[src/sv/rpi_pkg.sv]
// Shared constants, types and the anchor colour table of the rainbow palette interpolator.
package rpi_pkg;

  // Field widths.
  localparam int IDX_W  = 12;   // palette index
  localparam int CC_W   = 13;   // colour count register
  localparam int CH_W   = 8;    // one colour channel
  localparam int LEN_W  = 9;    // segment length and offset inside a segment
  localparam int QUOT_W = 8;    // quotient bits of the channel divide
  localparam int PROD_W = LEN_W + CH_W;
  localparam int SEG_W  = 4;    // segment number and anchor sequencer count

  // Anchor layout: eleven anchors, ten segments, nine inner anchors.
  localparam int ANCHORS  = 11;
  localparam int SEGMENTS = ANCHORS - 1;
  localparam int INNER    = ANCHORS - 2;
  localparam int NUM_CH   = 3;

  localparam int CH_RED   = 0;
  localparam int CH_GREEN = 1;
  localparam int CH_BLUE  = 2;

  // Palette size limits and reset value.
  localparam logic [CC_W-1:0] MIN_COLOURS = CC_W'(ANCHORS);
  localparam logic [CC_W-1:0] MAX_COLOURS = CC_W'(4096);
  localparam logic [CC_W-1:0] CC_RESET    = CC_W'(256);

  // Reciprocal of the segment count for floor((n-1)/10) on a 12-bit value.
  localparam int QSTEP_W     = 9;
  localparam int REM_W       = 4;
  localparam int RECIP_SHIFT = 15;
  localparam logic [IDX_W-1:0] RECIP_SEG =
    IDX_W'((2**RECIP_SHIFT + SEGMENTS - 1) / SEGMENTS);

  // Register loads from an accepted word to the result strobe: two front
  // stages, the queue, the product stage, one stage per quotient bit and
  // the output register.
  localparam int LATENCY = QUOT_W + 5;

  // Anchor colours, one row per channel.
  localparam logic [CH_W-1:0] ANCH_TAB [0:NUM_CH-1][0:ANCHORS-1] = '{
    '{8'd255, 8'd255, 8'd255, 8'd255, 8'd255, 8'd255, 8'd0,   8'd0,   8'd111, 8'd238, 8'd255},
    '{8'd0,   8'd40,  8'd80,  8'd120, 8'd162, 8'd255, 8'd255, 8'd0,   8'd0,   8'd130, 8'd255},
    '{8'd0,   8'd0,   8'd0,   8'd0,   8'd0,   8'd0,   8'd0,   8'd255, 8'd255, 8'd238, 8'd255}
  };

  // Classified word handed from the front to the back.
  typedef struct packed {
    logic             in_range;
    logic [SEG_W-1:0] seg;
    logic [LEN_W-1:0] offs;
    logic [LEN_W-1:0] len;
  } item_t;

endpackage

[src/sv/rpi_front.sv]
// Front end: colour count register, anchor position sequencer and index classification.
module rpi_front (
  input  logic                       clk,
  input  logic                       rst_n,
  input  logic                       start,
  output logic                       busy,
  input  logic [rpi_pkg::IDX_W-1:0]  in_palette_index,
  input  logic                       cfg_we,
  input  logic [rpi_pkg::CC_W-1:0]   cfg_wdata,
  output logic                       item_valid,
  output rpi_pkg::item_t             item
);

  typedef enum logic [1:0] {ST_IDLE, ST_SETUP, ST_STEP} state_t;

  state_t                             state_r, state_nxt;
  logic                               busy_r, busy_nxt;
  logic [rpi_pkg::CC_W-1:0]           colour_count_r, colour_count_nxt;
  logic [rpi_pkg::IDX_W-1:0]          nm1_r, nm1_nxt;
  logic [rpi_pkg::QSTEP_W-1:0]        qstep_r, qstep_nxt;
  logic [rpi_pkg::REM_W-1:0]          rstep_r, rstep_nxt;
  logic [rpi_pkg::IDX_W-1:0]          yq_r, yq_nxt;
  logic [rpi_pkg::REM_W-1:0]          yr_r, yr_nxt;
  logic [rpi_pkg::SEG_W-1:0]          step_r, step_nxt;
  logic [rpi_pkg::IDX_W-1:0]          anch_r [1:rpi_pkg::INNER];

  logic [rpi_pkg::CC_W-1:0]           n_eff;
  logic [rpi_pkg::IDX_W-1:0]          nm1_calc;
  logic [2*rpi_pkg::IDX_W-1:0]        recip_prod;
  logic [rpi_pkg::QSTEP_W-1:0]        q_div;
  logic [rpi_pkg::REM_W-1:0]          r_div;
  logic [rpi_pkg::REM_W:0]            yr_sum;
  logic                               carry;

  logic                               in_fire;
  logic [rpi_pkg::SEG_W-1:0]          seg_cnt;
  logic                               v1_r;
  logic [rpi_pkg::IDX_W-1:0]          idx1_r;
  logic [rpi_pkg::SEG_W-1:0]          seg1_r;
  logic                               inr1_r;
  logic [rpi_pkg::IDX_W-1:0]          ypos [0:rpi_pkg::ANCHORS-1];
  logic [rpi_pkg::IDX_W-1:0]          y0, y1;
  logic                               v2_r;
  rpi_pkg::item_t                     item2_r, item2_nxt;

  assign in_fire = start && !busy_r;

  // Effective size, then (n-1) split into quotient and remainder by ten.
  always_comb begin
    n_eff = colour_count_r;
    if (colour_count_r < rpi_pkg::MIN_COLOURS) begin
      n_eff = rpi_pkg::MIN_COLOURS;
    end else if (colour_count_r > rpi_pkg::MAX_COLOURS) begin
      n_eff = rpi_pkg::MAX_COLOURS;
    end
    nm1_calc   = rpi_pkg::IDX_W'(n_eff - rpi_pkg::CC_W'(1));
    recip_prod = (2*rpi_pkg::IDX_W)'(nm1_calc) * (2*rpi_pkg::IDX_W)'(rpi_pkg::RECIP_SEG);
    q_div      = recip_prod[rpi_pkg::RECIP_SHIFT +: rpi_pkg::QSTEP_W];
    r_div      = rpi_pkg::REM_W'(nm1_calc - (rpi_pkg::IDX_W'(q_div) << 3)
                                          - (rpi_pkg::IDX_W'(q_div) << 1));
  end

  // One anchor per step: y += q, with the remainder carried in tenths.
  always_comb begin
    yr_sum = {1'b0, yr_r} + {1'b0, rstep_r};
    carry  = yr_sum >= (rpi_pkg::REM_W+1)'(rpi_pkg::SEGMENTS);
    yr_nxt = carry ? rpi_pkg::REM_W'(yr_sum - (rpi_pkg::REM_W+1)'(rpi_pkg::SEGMENTS))
                   : rpi_pkg::REM_W'(yr_sum);
    yq_nxt = yq_r + rpi_pkg::IDX_W'(qstep_r) + rpi_pkg::IDX_W'(carry);
  end

  always_comb begin
    state_nxt        = state_r;
    busy_nxt         = busy_r;
    colour_count_nxt = colour_count_r;
    nm1_nxt          = nm1_r;
    qstep_nxt        = qstep_r;
    rstep_nxt        = rstep_r;
    step_nxt         = step_r;
    case (state_r)
      ST_IDLE: begin
      end
      ST_SETUP: begin
        nm1_nxt   = nm1_calc;
        qstep_nxt = q_div;
        rstep_nxt = r_div;
        step_nxt  = '0;
        state_nxt = ST_STEP;
      end
      ST_STEP: begin
        step_nxt = step_r + rpi_pkg::SEG_W'(1);
        if (step_r == rpi_pkg::SEG_W'(rpi_pkg::INNER - 1)) begin
          state_nxt = ST_IDLE;
          busy_nxt  = 1'b0;
        end
      end
      default: begin
        state_nxt = ST_SETUP;
        busy_nxt  = 1'b1;
      end
    endcase
    if (cfg_we) begin
      colour_count_nxt = cfg_wdata;
      state_nxt        = ST_SETUP;
      busy_nxt         = 1'b1;
    end
  end

  // Segment number is the count of inner anchors strictly below the index.
  always_comb begin
    seg_cnt = '0;
    for (int k = 1; k <= rpi_pkg::INNER; k++) begin
      seg_cnt = seg_cnt + rpi_pkg::SEG_W'(anch_r[k] < in_palette_index);
    end
  end

  always_comb begin
    ypos[0] = '0;
    for (int k = 1; k <= rpi_pkg::INNER; k++) begin
      ypos[k] = anch_r[k];
    end
    ypos[rpi_pkg::ANCHORS-1] = nm1_r;
    y0 = ypos[seg1_r];
    y1 = ypos[seg1_r + rpi_pkg::SEG_W'(1)];
    item2_nxt.in_range = inr1_r;
    item2_nxt.seg      = seg1_r;
    item2_nxt.len      = rpi_pkg::LEN_W'(y1 - y0);
    item2_nxt.offs     = rpi_pkg::LEN_W'(idx1_r - y0);
  end

  always_ff @(posedge clk) begin
    nm1_r   <= nm1_nxt;
    qstep_r <= qstep_nxt;
    rstep_r <= rstep_nxt;
    if (state_r == ST_STEP) begin
      yq_r <= yq_nxt;
      yr_r <= yr_nxt;
      for (int k = 1; k < rpi_pkg::INNER; k++) begin
        anch_r[k] <= anch_r[k+1];
      end
      anch_r[rpi_pkg::INNER] <= yq_nxt;
    end else begin
      yq_r <= '0;
      yr_r <= '0;
    end
    idx1_r  <= in_palette_index;
    seg1_r  <= seg_cnt;
    inr1_r  <= in_palette_index <= nm1_r;
    item2_r <= item2_nxt;
    if (!rst_n) begin
      state_r        <= ST_SETUP;
      busy_r         <= 1'b1;
      colour_count_r <= rpi_pkg::CC_RESET;
      step_r         <= '0;
      v1_r           <= 1'b0;
      v2_r           <= 1'b0;
    end else begin
      state_r        <= state_nxt;
      busy_r         <= busy_nxt;
      colour_count_r <= colour_count_nxt;
      step_r         <= step_nxt;
      v1_r           <= in_fire;
      v2_r           <= v1_r;
    end
  end

  assign busy       = busy_r;
  assign item_valid = v2_r;
  assign item       = item2_r;

`ifndef ASSERT_OFF
  a_cfg_rebuilds: assert property (@(posedge clk) disable iff (!rst_n)
    cfg_we |=> busy_r)
    else $error("register write did not start an anchor rebuild");

  a_busy_blocks: assert property (@(posedge clk) disable iff (!rst_n)
    busy_r |=> !v1_r)
    else $error("word entered the front end during an anchor rebuild");
`endif

endmodule

[src/sv/rpi_queue.sv]
// Two-entry queue that decouples the classifying front end from the arithmetic back end.
module rpi_queue (
  input  logic           clk,
  input  logic           rst_n,
  input  logic           push,
  input  rpi_pkg::item_t push_item,
  output logic           pop,
  output rpi_pkg::item_t pop_item
);

  rpi_pkg::item_t slot_r [0:1];
  logic           wr_ptr_r, rd_ptr_r;
  logic [1:0]     count_r, count_nxt;
  logic           wr_en;

  // The back end never stalls, so any held word leaves in the next cycle.
  assign pop      = count_r != 2'd0;
  assign pop_item = slot_r[rd_ptr_r];
  assign wr_en    = push && (count_r != 2'd2 || pop);

  always_comb begin
    count_nxt = count_r + 2'(wr_en) - 2'(pop);
  end

  always_ff @(posedge clk) begin
    if (wr_en) begin
      slot_r[wr_ptr_r] <= push_item;
    end
    if (!rst_n) begin
      wr_ptr_r <= 1'b0;
      rd_ptr_r <= 1'b0;
      count_r  <= 2'd0;
    end else begin
      if (wr_en) begin
        wr_ptr_r <= !wr_ptr_r;
      end
      if (pop) begin
        rd_ptr_r <= !rd_ptr_r;
      end
      count_r <= count_nxt;
    end
  end

`ifndef ASSERT_OFF
  a_queue_shallow: assert property (@(posedge clk) disable iff (!rst_n)
    count_r <= 2'd1)
    else $error("queue holds more than one word while the back end drains it");
`endif

endmodule

[src/sv/rpi_back.sv]
// Back end: per-channel product, pipelined restoring divide and final colour assembly.
module rpi_back (
  input  logic                      clk,
  input  logic                      rst_n,
  input  logic                      item_valid,
  input  rpi_pkg::item_t            item,
  output logic                      out_valid,
  output logic [rpi_pkg::CH_W-1:0]  out_red,
  output logic [rpi_pkg::CH_W-1:0]  out_green,
  output logic [rpi_pkg::CH_W-1:0]  out_blue,
  output logic                      out_index_in_range
);

  typedef struct packed {
    logic                                              valid;
    logic                                              in_range;
    logic [rpi_pkg::LEN_W-1:0]                         len;
    logic [rpi_pkg::NUM_CH-1:0][rpi_pkg::PROD_W-1:0]   rem;
    logic [rpi_pkg::NUM_CH-1:0][rpi_pkg::QUOT_W-1:0]   quo;
    logic [rpi_pkg::NUM_CH-1:0]                        neg;
    logic [rpi_pkg::NUM_CH-1:0][rpi_pkg::CH_W-1:0]     base;
  } div_stage_t;

  div_stage_t                                      pipe_r   [0:rpi_pkg::QUOT_W];
  div_stage_t                                      pipe_nxt [0:rpi_pkg::QUOT_W];
  logic [rpi_pkg::NUM_CH-1:0][rpi_pkg::CH_W-1:0]   rgb_nxt;
  logic [rpi_pkg::NUM_CH-1:0][rpi_pkg::CH_W-1:0]   rgb_r;
  logic                                            out_valid_r;
  logic                                            inr_r;

  // Entry: colour step between the two anchors times the offset, as sign and magnitude.
  // Then one quotient bit per stage, most significant first. The magnitude is
  // below 256 times the segment length, so eight bits cover the quotient.
  always_comb begin
    logic [rpi_pkg::CH_W-1:0]   a0, a1, mag;
    logic [rpi_pkg::PROD_W-1:0] dsh;
    pipe_nxt[0].valid    = item_valid;
    pipe_nxt[0].in_range = item.in_range;
    pipe_nxt[0].len      = item.len;
    pipe_nxt[0].quo      = '0;
    for (int c = 0; c < rpi_pkg::NUM_CH; c++) begin
      a0 = rpi_pkg::ANCH_TAB[c][item.seg];
      a1 = rpi_pkg::ANCH_TAB[c][item.seg + rpi_pkg::SEG_W'(1)];
      pipe_nxt[0].neg[c]  = a1 < a0;
      mag                 = (a1 < a0) ? a0 - a1 : a1 - a0;
      pipe_nxt[0].rem[c]  = rpi_pkg::PROD_W'(mag) * rpi_pkg::PROD_W'(item.offs);
      pipe_nxt[0].base[c] = a0;
    end
    for (int s = 0; s < rpi_pkg::QUOT_W; s++) begin
      pipe_nxt[s+1] = pipe_r[s];
      dsh = rpi_pkg::PROD_W'(pipe_r[s].len) << (rpi_pkg::QUOT_W - 1 - s);
      for (int c = 0; c < rpi_pkg::NUM_CH; c++) begin
        if (pipe_r[s].rem[c] >= dsh) begin
          pipe_nxt[s+1].rem[c] = pipe_r[s].rem[c] - dsh;
          pipe_nxt[s+1].quo[c][rpi_pkg::QUOT_W - 1 - s] = 1'b1;
        end
      end
    end
    // Synchronous reset empties every stage.
    if (!rst_n) begin
      for (int s = 0; s <= rpi_pkg::QUOT_W; s++) begin
        pipe_nxt[s].valid = 1'b0;
      end
    end
  end

  // Truncation toward zero: apply the sign to the unsigned quotient; an index beyond the palette gives zero.
  always_comb begin
    logic [rpi_pkg::CH_W-1:0] q;
    for (int c = 0; c < rpi_pkg::NUM_CH; c++) begin
      q = rpi_pkg::CH_W'(pipe_r[rpi_pkg::QUOT_W].quo[c]);
      if (!pipe_r[rpi_pkg::QUOT_W].in_range) begin
        rgb_nxt[c] = '0;
      end else if (pipe_r[rpi_pkg::QUOT_W].neg[c]) begin
        rgb_nxt[c] = pipe_r[rpi_pkg::QUOT_W].base[c] - q;
      end else begin
        rgb_nxt[c] = pipe_r[rpi_pkg::QUOT_W].base[c] + q;
      end
    end
  end

  always_ff @(posedge clk) begin
    for (int s = 0; s <= rpi_pkg::QUOT_W; s++) begin
      pipe_r[s] <= pipe_nxt[s];
    end
    rgb_r <= rgb_nxt;
    inr_r <= pipe_r[rpi_pkg::QUOT_W].in_range;
    if (!rst_n) begin
      out_valid_r <= 1'b0;
    end else begin
      out_valid_r <= pipe_r[rpi_pkg::QUOT_W].valid;
    end
  end

  assign out_valid          = out_valid_r;
  assign out_red            = rgb_r[rpi_pkg::CH_RED];
  assign out_green          = rgb_r[rpi_pkg::CH_GREEN];
  assign out_blue           = rgb_r[rpi_pkg::CH_BLUE];
  assign out_index_in_range = inr_r;

endmodule

[src/sv/rainbow_palette_interpolator_core.sv]
// Top level of the rainbow palette interpolator: front end, queue and back end.
//
//  channel  | handshake          | payload
//  ---------+--------------------+------------------------------------------
//  input    | start / busy       | in_palette_index[11:0]
//  result   | out_valid (strobe) | out_red, out_green, out_blue [7:0],
//           |                    | out_index_in_range
//  config   | cfg_we             | cfg_wdata[12:0] (colour_count)
//
// A word is taken at every clock edge with start high and busy low, one per
// cycle. Its result appears on out_valid once it has passed through two front
// stages, the queue, the product stage, eight divide stages and the output
// register. Reset is synchronous and active low. After reset and after each
// configuration write, busy stays high while the anchor sequencer rebuilds
// the nine inner anchor positions one per cycle. The receiver cannot stall:
// each result is shown for one cycle only.
module rainbow_palette_interpolator_core (
  input  logic                      clk,
  input  logic                      rst_n,
  input  logic                      start,
  output logic                      busy,
  input  logic [rpi_pkg::IDX_W-1:0] in_palette_index,
  input  logic                      cfg_we,
  input  logic [rpi_pkg::CC_W-1:0]  cfg_wdata,
  output logic                      out_valid,
  output logic [rpi_pkg::CH_W-1:0]  out_red,
  output logic [rpi_pkg::CH_W-1:0]  out_green,
  output logic [rpi_pkg::CH_W-1:0]  out_blue,
  output logic                      out_index_in_range
);

  logic           front_valid;
  rpi_pkg::item_t front_item;
  logic           back_valid;
  rpi_pkg::item_t back_item;

  // The front end owns the register and the anchor positions; it finds the
  // segment around the index and hands over the segment number, the
  // segment length and the offset of the index inside it.
  rpi_front u_front (
    .clk              (clk),
    .rst_n            (rst_n),
    .start            (start),
    .busy             (busy),
    .in_palette_index (in_palette_index),
    .cfg_we           (cfg_we),
    .cfg_wdata        (cfg_wdata),
    .item_valid       (front_valid),
    .item             (front_item)
  );

  rpi_queue u_queue (
    .clk       (clk),
    .rst_n     (rst_n),
    .push      (front_valid),
    .push_item (front_item),
    .pop       (back_valid),
    .pop_item  (back_item)
  );

  // The back end interpolates all three channels in parallel lanes and
  // forces black for an index beyond the palette.
  rpi_back u_back (
    .clk                (clk),
    .rst_n              (rst_n),
    .item_valid         (back_valid),
    .item               (back_item),
    .out_valid          (out_valid),
    .out_red            (out_red),
    .out_green          (out_green),
    .out_blue           (out_blue),
    .out_index_in_range (out_index_in_range)
  );

`ifndef ASSERT_OFF
  a_fixed_latency: assert property (@(posedge clk) disable iff (!rst_n)
    out_valid |-> $past(start && !busy, rpi_pkg::LATENCY))
    else $error("result word without an accepted word one latency earlier");

  a_black_outside: assert property (@(posedge clk) disable iff (!rst_n)
    (out_valid && !out_index_in_range) |->
      (out_red == '0 && out_green == '0 && out_blue == '0))
    else $error("index beyond the palette did not give black");
`endif

endmodule

[config.mk]
export PLATFORM = sky130hd
export DESIGN_NAME = rainbow_palette_interpolator_core
export DESIGN_NICKNAME = d
export VERILOG_FILES = /design/src/sv/rpi_pkg.sv /design/src/sv/rpi_front.sv /design/src/sv/rpi_queue.sv /design/src/sv/rpi_back.sv /design/src/sv/rainbow_palette_interpolator_core.sv
export SDC_FILE = /design/constraint.sdc
export NUM_CORES = 2
export LEC_CHECK = 0
export BUFFER_PORTS_ARGS = -buffer_cell sky130_fd_sc_hd__buf_2
export CELL_PAD_IN_SITES_DETAIL_PLACEMENT = 0
export CELL_PAD_IN_SITES_GLOBAL_PLACEMENT = 2
export CORE_MARGIN = 3
export CORE_UTILIZATION = 43
export DETAILED_ROUTE_END_ITERATION = 10
export GPL_ROUTABILITY_DRIVEN = 0
export PLACE_DENSITY_LB_ADDON = 0.05
export SLEW_MARGIN = 20
export SYNTH_ARGS = -nofsm -noshare
export SYNTH_HDL_FRONTEND = slang
export SYNTH_SLANG_ARGS = --single-unit
[constraint.sdc]
create_clock -name clk -period 11.88 [get_ports clk]
set_input_delay 2.376 -clock clk [delete_from_list [all_inputs] [get_ports clk]]
set_output_delay 2.376 -clock clk [all_outputs]
set_load 0.01 [all_outputs]
# [Word-level counts from Yosys, hierarchy flattened]
# Memories as Yosys holds them, arrays and structs flattened. A register that Yosys moved wholly into a read port is not among the register bits.
# Index checks and enable logic that the tools add are counted.
[totals] ram_bits=1171 out_inout_bits=27 mem_count=9 mem_bits_ro=768 ff_bits=130 wordCells=261 input_bits=29
[memory_table] name="u_back.pipe_r" depth=9 word_bits=113 read_ports=9 rd_clocked_by_memory_dff=0 wr=9 line_no="rpi_back.sv:24" text="div_stage_t pipe_r [0:rpi_pkg::QUOT_W];"
[memory_table] name="(name not given)" depth=16 word_bits=8 read_ports=1 rd_clocked_by_memory_dff=0 wr=0 line_no="rpi_back.sv:43" text="a1 = rpi_pkg::ANCH_TAB[c][item.seg + rpi_pkg::SEG_W'(1)];"
[memory_table] name="(name not given)" depth=16 word_bits=8 read_ports=1 rd_clocked_by_memory_dff=0 wr=0 line_no="rpi_back.sv:42" text="a0 = rpi_pkg::ANCH_TAB[c][item.seg];"
[memory_table] name="(name not given)" depth=16 word_bits=8 read_ports=1 rd_clocked_by_memory_dff=0 wr=0 line_no="rpi_back.sv:42"
[memory_table] name="(name not given)" depth=16 word_bits=8 read_ports=1 rd_clocked_by_memory_dff=0 wr=0 line_no="rpi_back.sv:43"
[memory_table] name="(name not given)" depth=16 word_bits=8 read_ports=1 rd_clocked_by_memory_dff=0 wr=0 line_no="rpi_back.sv:42"
[memory_table] name="+3 memories"
[classes] n_mul=4 mux=95 order_cmp=44 reduce_logical=13 add_sub_neg=58 n_bitwise=7 n_eq_ne=5
[ops] cell="two-way mux 17 bit" n=24
[ops] cell="two-way mux 8 bit" n=18
[ops] cell="less-than comparator 12 bit" n=9
[ops] cell="binary-select mux 12 bit (select 4 bit)" n=2
[ops] cell="subtractor 8 bit" n=9
[ops] cell="greater-or-equal comparator 17 x 10 -> 1 bit" n=3
[ops] cell="greater-or-equal comparator 17 x 11 -> 1 bit" n=3
[ops] cell="greater-or-equal comparator 17 x 12 -> 1 bit" n=3
[ops] cell="greater-or-equal comparator 17 x 13 -> 1 bit" n=3
[ops] cell="greater-or-equal comparator 17 x 14 -> 1 bit" n=3
[ops] cell="greater-or-equal comparator 17 x 15 -> 1 bit" n=3
[ops] cell="greater-or-equal comparator 17 x 16 -> 1 bit" n=3
[ops] cell="greater-or-equal comparator 17 x 9 -> 1 bit" n=3
[ops] cell="multiplier 8 x 9 -> 17 bit" n=3
[ops] cell="subtractor 17 x 10 -> 17 bit" n=3
[ops] cell="subtractor 17 x 11 -> 17 bit" n=3
[ops] cell="subtractor 17 x 12 -> 17 bit" n=3
[ops] cell="subtractor 17 x 13 -> 17 bit" n=3
[ops] cell="subtractor 17 x 14 -> 17 bit" n=3
[ops] cell="subtractor 17 x 15 -> 17 bit" n=3
[ops] cell="subtractor 17 x 16 -> 17 bit" n=3
[ops] cell="subtractor 17 x 9 -> 17 bit" n=3
[ops] cell="two-way mux 1 bit" n=40
[ops] cell="two-way mux 9 bit" n=4
[ops] cell="40 further kinds" n=69

# [Depth between registers and ports, before layout]
# An unclocked memory read counts as a cell.
[depth] word_depth=10 ltp_mapped=37 mapped_depth_nobuf=35

# [Cells and area by module]
# From an unflattened synthesis, not the netlist that was laid out.
[unflattened] hier_cells=5348 hier_area_um2=55055.3
[by_module_without_submodules] module="rpi_back" cells_each=3967 area_per_inst_um2=38769.7 instances=1 seq_area_each_um2=15174.6
[by_module_without_submodules] module="rpi_front" cells_each=1289 area_per_inst_um2=14396.3 instances=1 seq_area_each_um2=5465.2
[by_module_without_submodules] module="rpi_queue" cells_each=92 area_per_inst_um2=1889.3 instances=1 seq_area_each_um2=1481.4

# [Worst setup path before layout]
# No wires, ideal clock.
[synth_timing] path_type="register to register" startpoint="reg with a tool-made name" endpoint="mem u_back.pipe_r[0][84] in the netlist's numbering" setup_slack_ns=3.685 setup_time_ns=0.072 period_less_slack_ns=8.195 arrival_ns=8.122 t_required_ns=11.808 stages_incl_launch_ff=35 path_buffers=2 cell_sequence="dfxtp_1 -> buf_2 -> mux2i_1 -> inv_1 -> ha_1 -> inv_1 -> ha_1 -> nor3_1 -> a21o_1 -> inv_1 -> ha_1 -> fa_1 -> and2b_1 -> o21a_1 -> o21bai_2 -> a21oi_4 -> nor2_2 -> a221o_1 -> buf_2 -> or4b_1 -> o21ai_1 -> fa_1 -> fa_1 -> fa_1 -> inv_1 -> fa_1 -> inv_1 -> ha_1 -> o21a_1 -> o2111a_1 -> a211oi_1 -> a21oi_1 -> a21o_1 -> a21oi_1 -> xnor2_1"
[synth_lines] item="to (decl)" line_no="rpi_back.sv:24"

==> results list <==
* Die footprint: 130,000 um2
* Transition time at the pin with the least slew margin: 1.09 ns
* TritonCTS clock tree: yes
- Net switching is 37.8% of the power.
- The number of antenna violations at the first check in global routing is 6.
- DIE HEIGHT: 361 um
- Row generation in the floorplan step produced 129 rows.
* Total area of sequential cells: 22,100 um2
- The detail route stage leaves a number of antenna-violating nets equal to 0.
- The routed design has 133,000 um of wire.
- Vias in the first global route: 36,800
- Timing would allow up to 0.0980 GHz.
* Standby leakage power: 27.5 nW
* Placed Cells: 6,893
* Req. time, crit path: 12.52 ns
- Max-slew headroom: 27.3%
- The total area inside the core boundary comes to 124,000 um2.
* Final min period: 10.21 ns
- Hold-critical path depth: 0
- Compared with the post-synthesis result, the final layout area differs by 11.2%.
- For this run, the leading register cell type out of synthesis is sky130_fd_sc_hd__dfxtp_1.
* HP Class: reg -> reg
- The initial utilization of the core area, before any placement, comes to 43.6%.
- Clock-pin slew was measured on the worst setup and hold paths at 0.06 ns.
- The count of final max-slew check failures came to 0.
* Crit path DAT: 10.85 ns
- Hold repair after CTS inserted 0 buffers.
- For this run, the total global-route usage over all layers was measured as 20.4%.
- Setup Slack @ Placement: 1.65 ns
- Post-cts gate resize count: 0
* Async set-or-reset flop fraction in the synthesized netlist: 0%
- The number of cells on the worst reg-to-reg path is 31.
- At the end of the flow the core is filled with cells to 48.5%.
- In this design, the stage delay of the slowest critical-path cell is 0.79 ns.
- The number of clock buffers added by TritonCTS is 109.
* Maximum Capacitance Violations: 0
- Most frequent standard cell in the layout excluding fill and tap cells: sky130_fd_sc_hd__dfxtp_1
* Length of the first detailed-routing pass in iterations: 5
- Synthesis produced 5,276 cells.
- The final layout contains 6,229 nets.
* Worst reg2reg endpoint: u_back.pipe_r[0][84]
* Commonest cells after routing, fill and taps aside: 837 x sky130_fd_sc_hd__dfxtp_1, 624 x sky130_fd_sc_hd__ha_1, 604 x sky130_fd_sc_hd__inv_1, 409 x sky130_fd_sc_hd__nor2_1, 257 x sky130_fd_sc_hd__a21oi_1
* Register share of total power: 32.2%
- Die Span X: 361 um
- Ports placed on the boundary: 56
- Cells with a size suffix above 1 make up 8.66% of the layout.
- The number of hold-slack violations in the final timing report was 0.
- Post-Synthesis Net Count: 6,137
- Routed length per instance: 18.7 um
* Part of the Yosys area used for sequential elements: 40.8%
- The netlist uses 88 different library cells.
- The clock arrives with 0.0623 ns of skew.
* Post-DP HPWL: 104,000 um
* Worst Hold End: u_back.pipe_r[3][109]
- Combinational logic is responsible for 45.6% of the overall power.
* H-tree levels: 3
- Maximum fanout encountered on the critical timing path: 28
* Final-report setup violation count: 0
- Count of input and output buffers: 55
- Total internal power: 9.93 mW
* Maximum resistive drop on vdd: 0.243 mV
* Run status: finished clean
- 1st-iter DRT viols: 2,013
- Slowest library cell on the worst path: sky130_fd_sc_hd__o31ai_4
- For this design the ratio of total power to cell area is 265 nW/um2.
- The clock reaches the later pin of the worst-skew pair after 0.73 ns.
- Sum of negative setup slack: 0 ns
* Total design power: 16.0 mW
- Average cell area after synthesis: 10.3 um2
* Standard cell area after detailed placement: 56,400 um2
* Master cell of the clock root buffer: sky130_fd_sc_hd__clkbuf_16
- Synthesis Warnings: 0
* Number of filler instances in the final layout: 11,700
* Final period util: 85.9%
* Via density per instance: 5.12
- Setup ws final: 1.67 ns
- Largest net degree at the start of global routing: 73
- Psw: 6.02 mW
- Worst R2R Setup Slack: 1.67 ns
* Clock tree buffer depth: 3
* Clk pwr share: 22.2%
* Buffer count from post-CTS setup fixing: 0
- Cell area after technology mapping: 54,200 um2
- Final-layout worst hold slack: 0.314 ns
* Hold path startpoint: u_back.pipe_r[2][109]
- Overflow left after global routing: 0
* CTS sink count: 1,016
* Crit path top cell by count: sky130_fd_sc_hd__inv_1
- Number of flops mapped to enable cells by yosys: 178
* Crit path capture type: register
- STA classifies the critical path startpoint as a register.
- Setup repair after global routing left no endpoint under its margin.
- With fillers left out, the area of the finished cells amounts to 60,300 um2.
- The routed layout has 36,400 vias.
- Wire length of the first global-routing pass: 209,000 um
- In the routed design, unresolved DRC markers number 0.
- In the final layout, the multi-input gates occupy 29,500 um2.
- The synthesized design contains 1,016 register bits.
- For this run, the number of standard cells in the final layout without fillers is 7,104.
- Worst Path Class, Setup: reg -> reg
[flip-flops by register name, summed over array words and instances (netlist names), 11 cells and up, named ones only]
register / flops
u_front.nm1_r: 11
u_front.yq_r: 12
u_front.anch_r: 108
u_front.item: 23
u_back.pipe_r: 732
u_front.colour_count_r: 13
u_queue.slot_r: 46
[final cells by class]
cell class | instances | area share [%]
multi-input combinational | 3547 | 48.9
sequential | 1016 | 36.7
clock buffer | 141 | 5.05
inverter | 607 | 3.78
tap | 1637 | 3.40
clock inverter | 65 | 1.34
timing repair buffer | 87 | 0.855
antenna | 4 | 0.0166
[critical path: cells and delay by family, from the launching register on]
family	cells	cell delay (ns)
multiplexers	1	0.51
XOR/XNOR	2	0.78
buffers and inverters	6	0.83
AND/OR/NAND/NOR	3	0.35
adder cells (fa/ha/maj)	6	2.97
AO/OA/AOI/OAI	13	4.34
flip-flops	1	0.30
[how the worst max path moves through the flow]
stage,start,endpoint,depth (start not counted)
6_report,register,u_back.pipe_r[0][84],31
5_1_grt,register,u_back.pipe_r[0][84],31
4_1_cts,register,u_back.pipe_r[0][84],31
3_5_place_dp,register,u_back.pipe_r[0][84],31
3_3_place_gp,register,u_back.pipe_r[0][84],31
2_1_floorplan,register,u_back.pipe_r[0][84],34
[per-layer routing]
metal  vias to the layer above  GRT usage [%]  wire, um
li1                      18300              -         -
met1                     17400           28.2     63900
met2                       551           33.9     61200
met3                       158           2.73      4380
met4                         0           4.89      3060
met5                         -              0         0
[logic make-up after synthesis]
family | after synthesis | share of synthesized area, %
DFF | 1016 | 40.8
AOI/OAI and AO/OA | 924 | 10.8
and+or+nand+nor | 1254 | 11.6
muxes | 234 | 4.83
buffers and inverters | 713 | 5.00
xor gates and xnor gates | 303 | 4.91
adders and majority gates | 832 | 22.1
[synth_stat cells (all sizes together), types with 8 or more instances]
cell type | number | share of area (%)
ha | 625 | 14
and3 | 11 | 0.13
o21a | 36 | 0.50
nor2b | 115 | 1.3
a21boi | 36 | 0.50
and2 | 57 | 0.66
a21o | 157 | 2.2
nand4 | 29 | 0.33
or3 | 21 | 0.24
o22ai | 16 | 0.18
a211oi | 28 | 0.40
nor4 | 77 | 0.89
edfxtp | 178 | 9.9
a31oi | 42 | 0.50
nand4b | 12 | 0.19
o211ai | 14 | 0.19
a22oi | 11 | 0.15
nor3b | 12 | 0.17
fa | 207 | 7.6
dfxtp | 838 | 31
inv | 606 | 4.2
xnor2 | 194 | 3.1
nand2b | 54 | 0.62
nor2 | 411 | 2.9
nor3 | 80 | 0.80
mux2 | 111 | 2.3
nand3 | 63 | 0.58
a221oi | 10 | 0.16
or4 | 26 | 0.36
mux4 | 11 | 0.46
o311ai | 12 | 0.19
o31ai | 18 | 0.27
a21oi | 259 | 2.4
buf | 33 | 0.29
clkbuf | 73 | 0.51
o21ai | 220 | 2.0
or2 | 35 | 0.40
mux2i | 112 | 2.1
nand2 | 212 | 1.5
or4b | 8 | 0.15
nand3b | 17 | 0.24
xor2 | 109 | 1.8
o21bai | 14 | 0.20
[power groups by stage]
stage	registers (mW)	clock network, mW	logic [mW]
after global routing	5.24	3.79	8.36
after CTS	5.16	3.65	7.39
after global placement	5.23	0	7.33
after detailed placement	5.23	0	7.32
final	5.14	3.54	7.28
after floorplan	4.97	0	5.75
No activity file was read; power rests on OpenSTA's default activity.
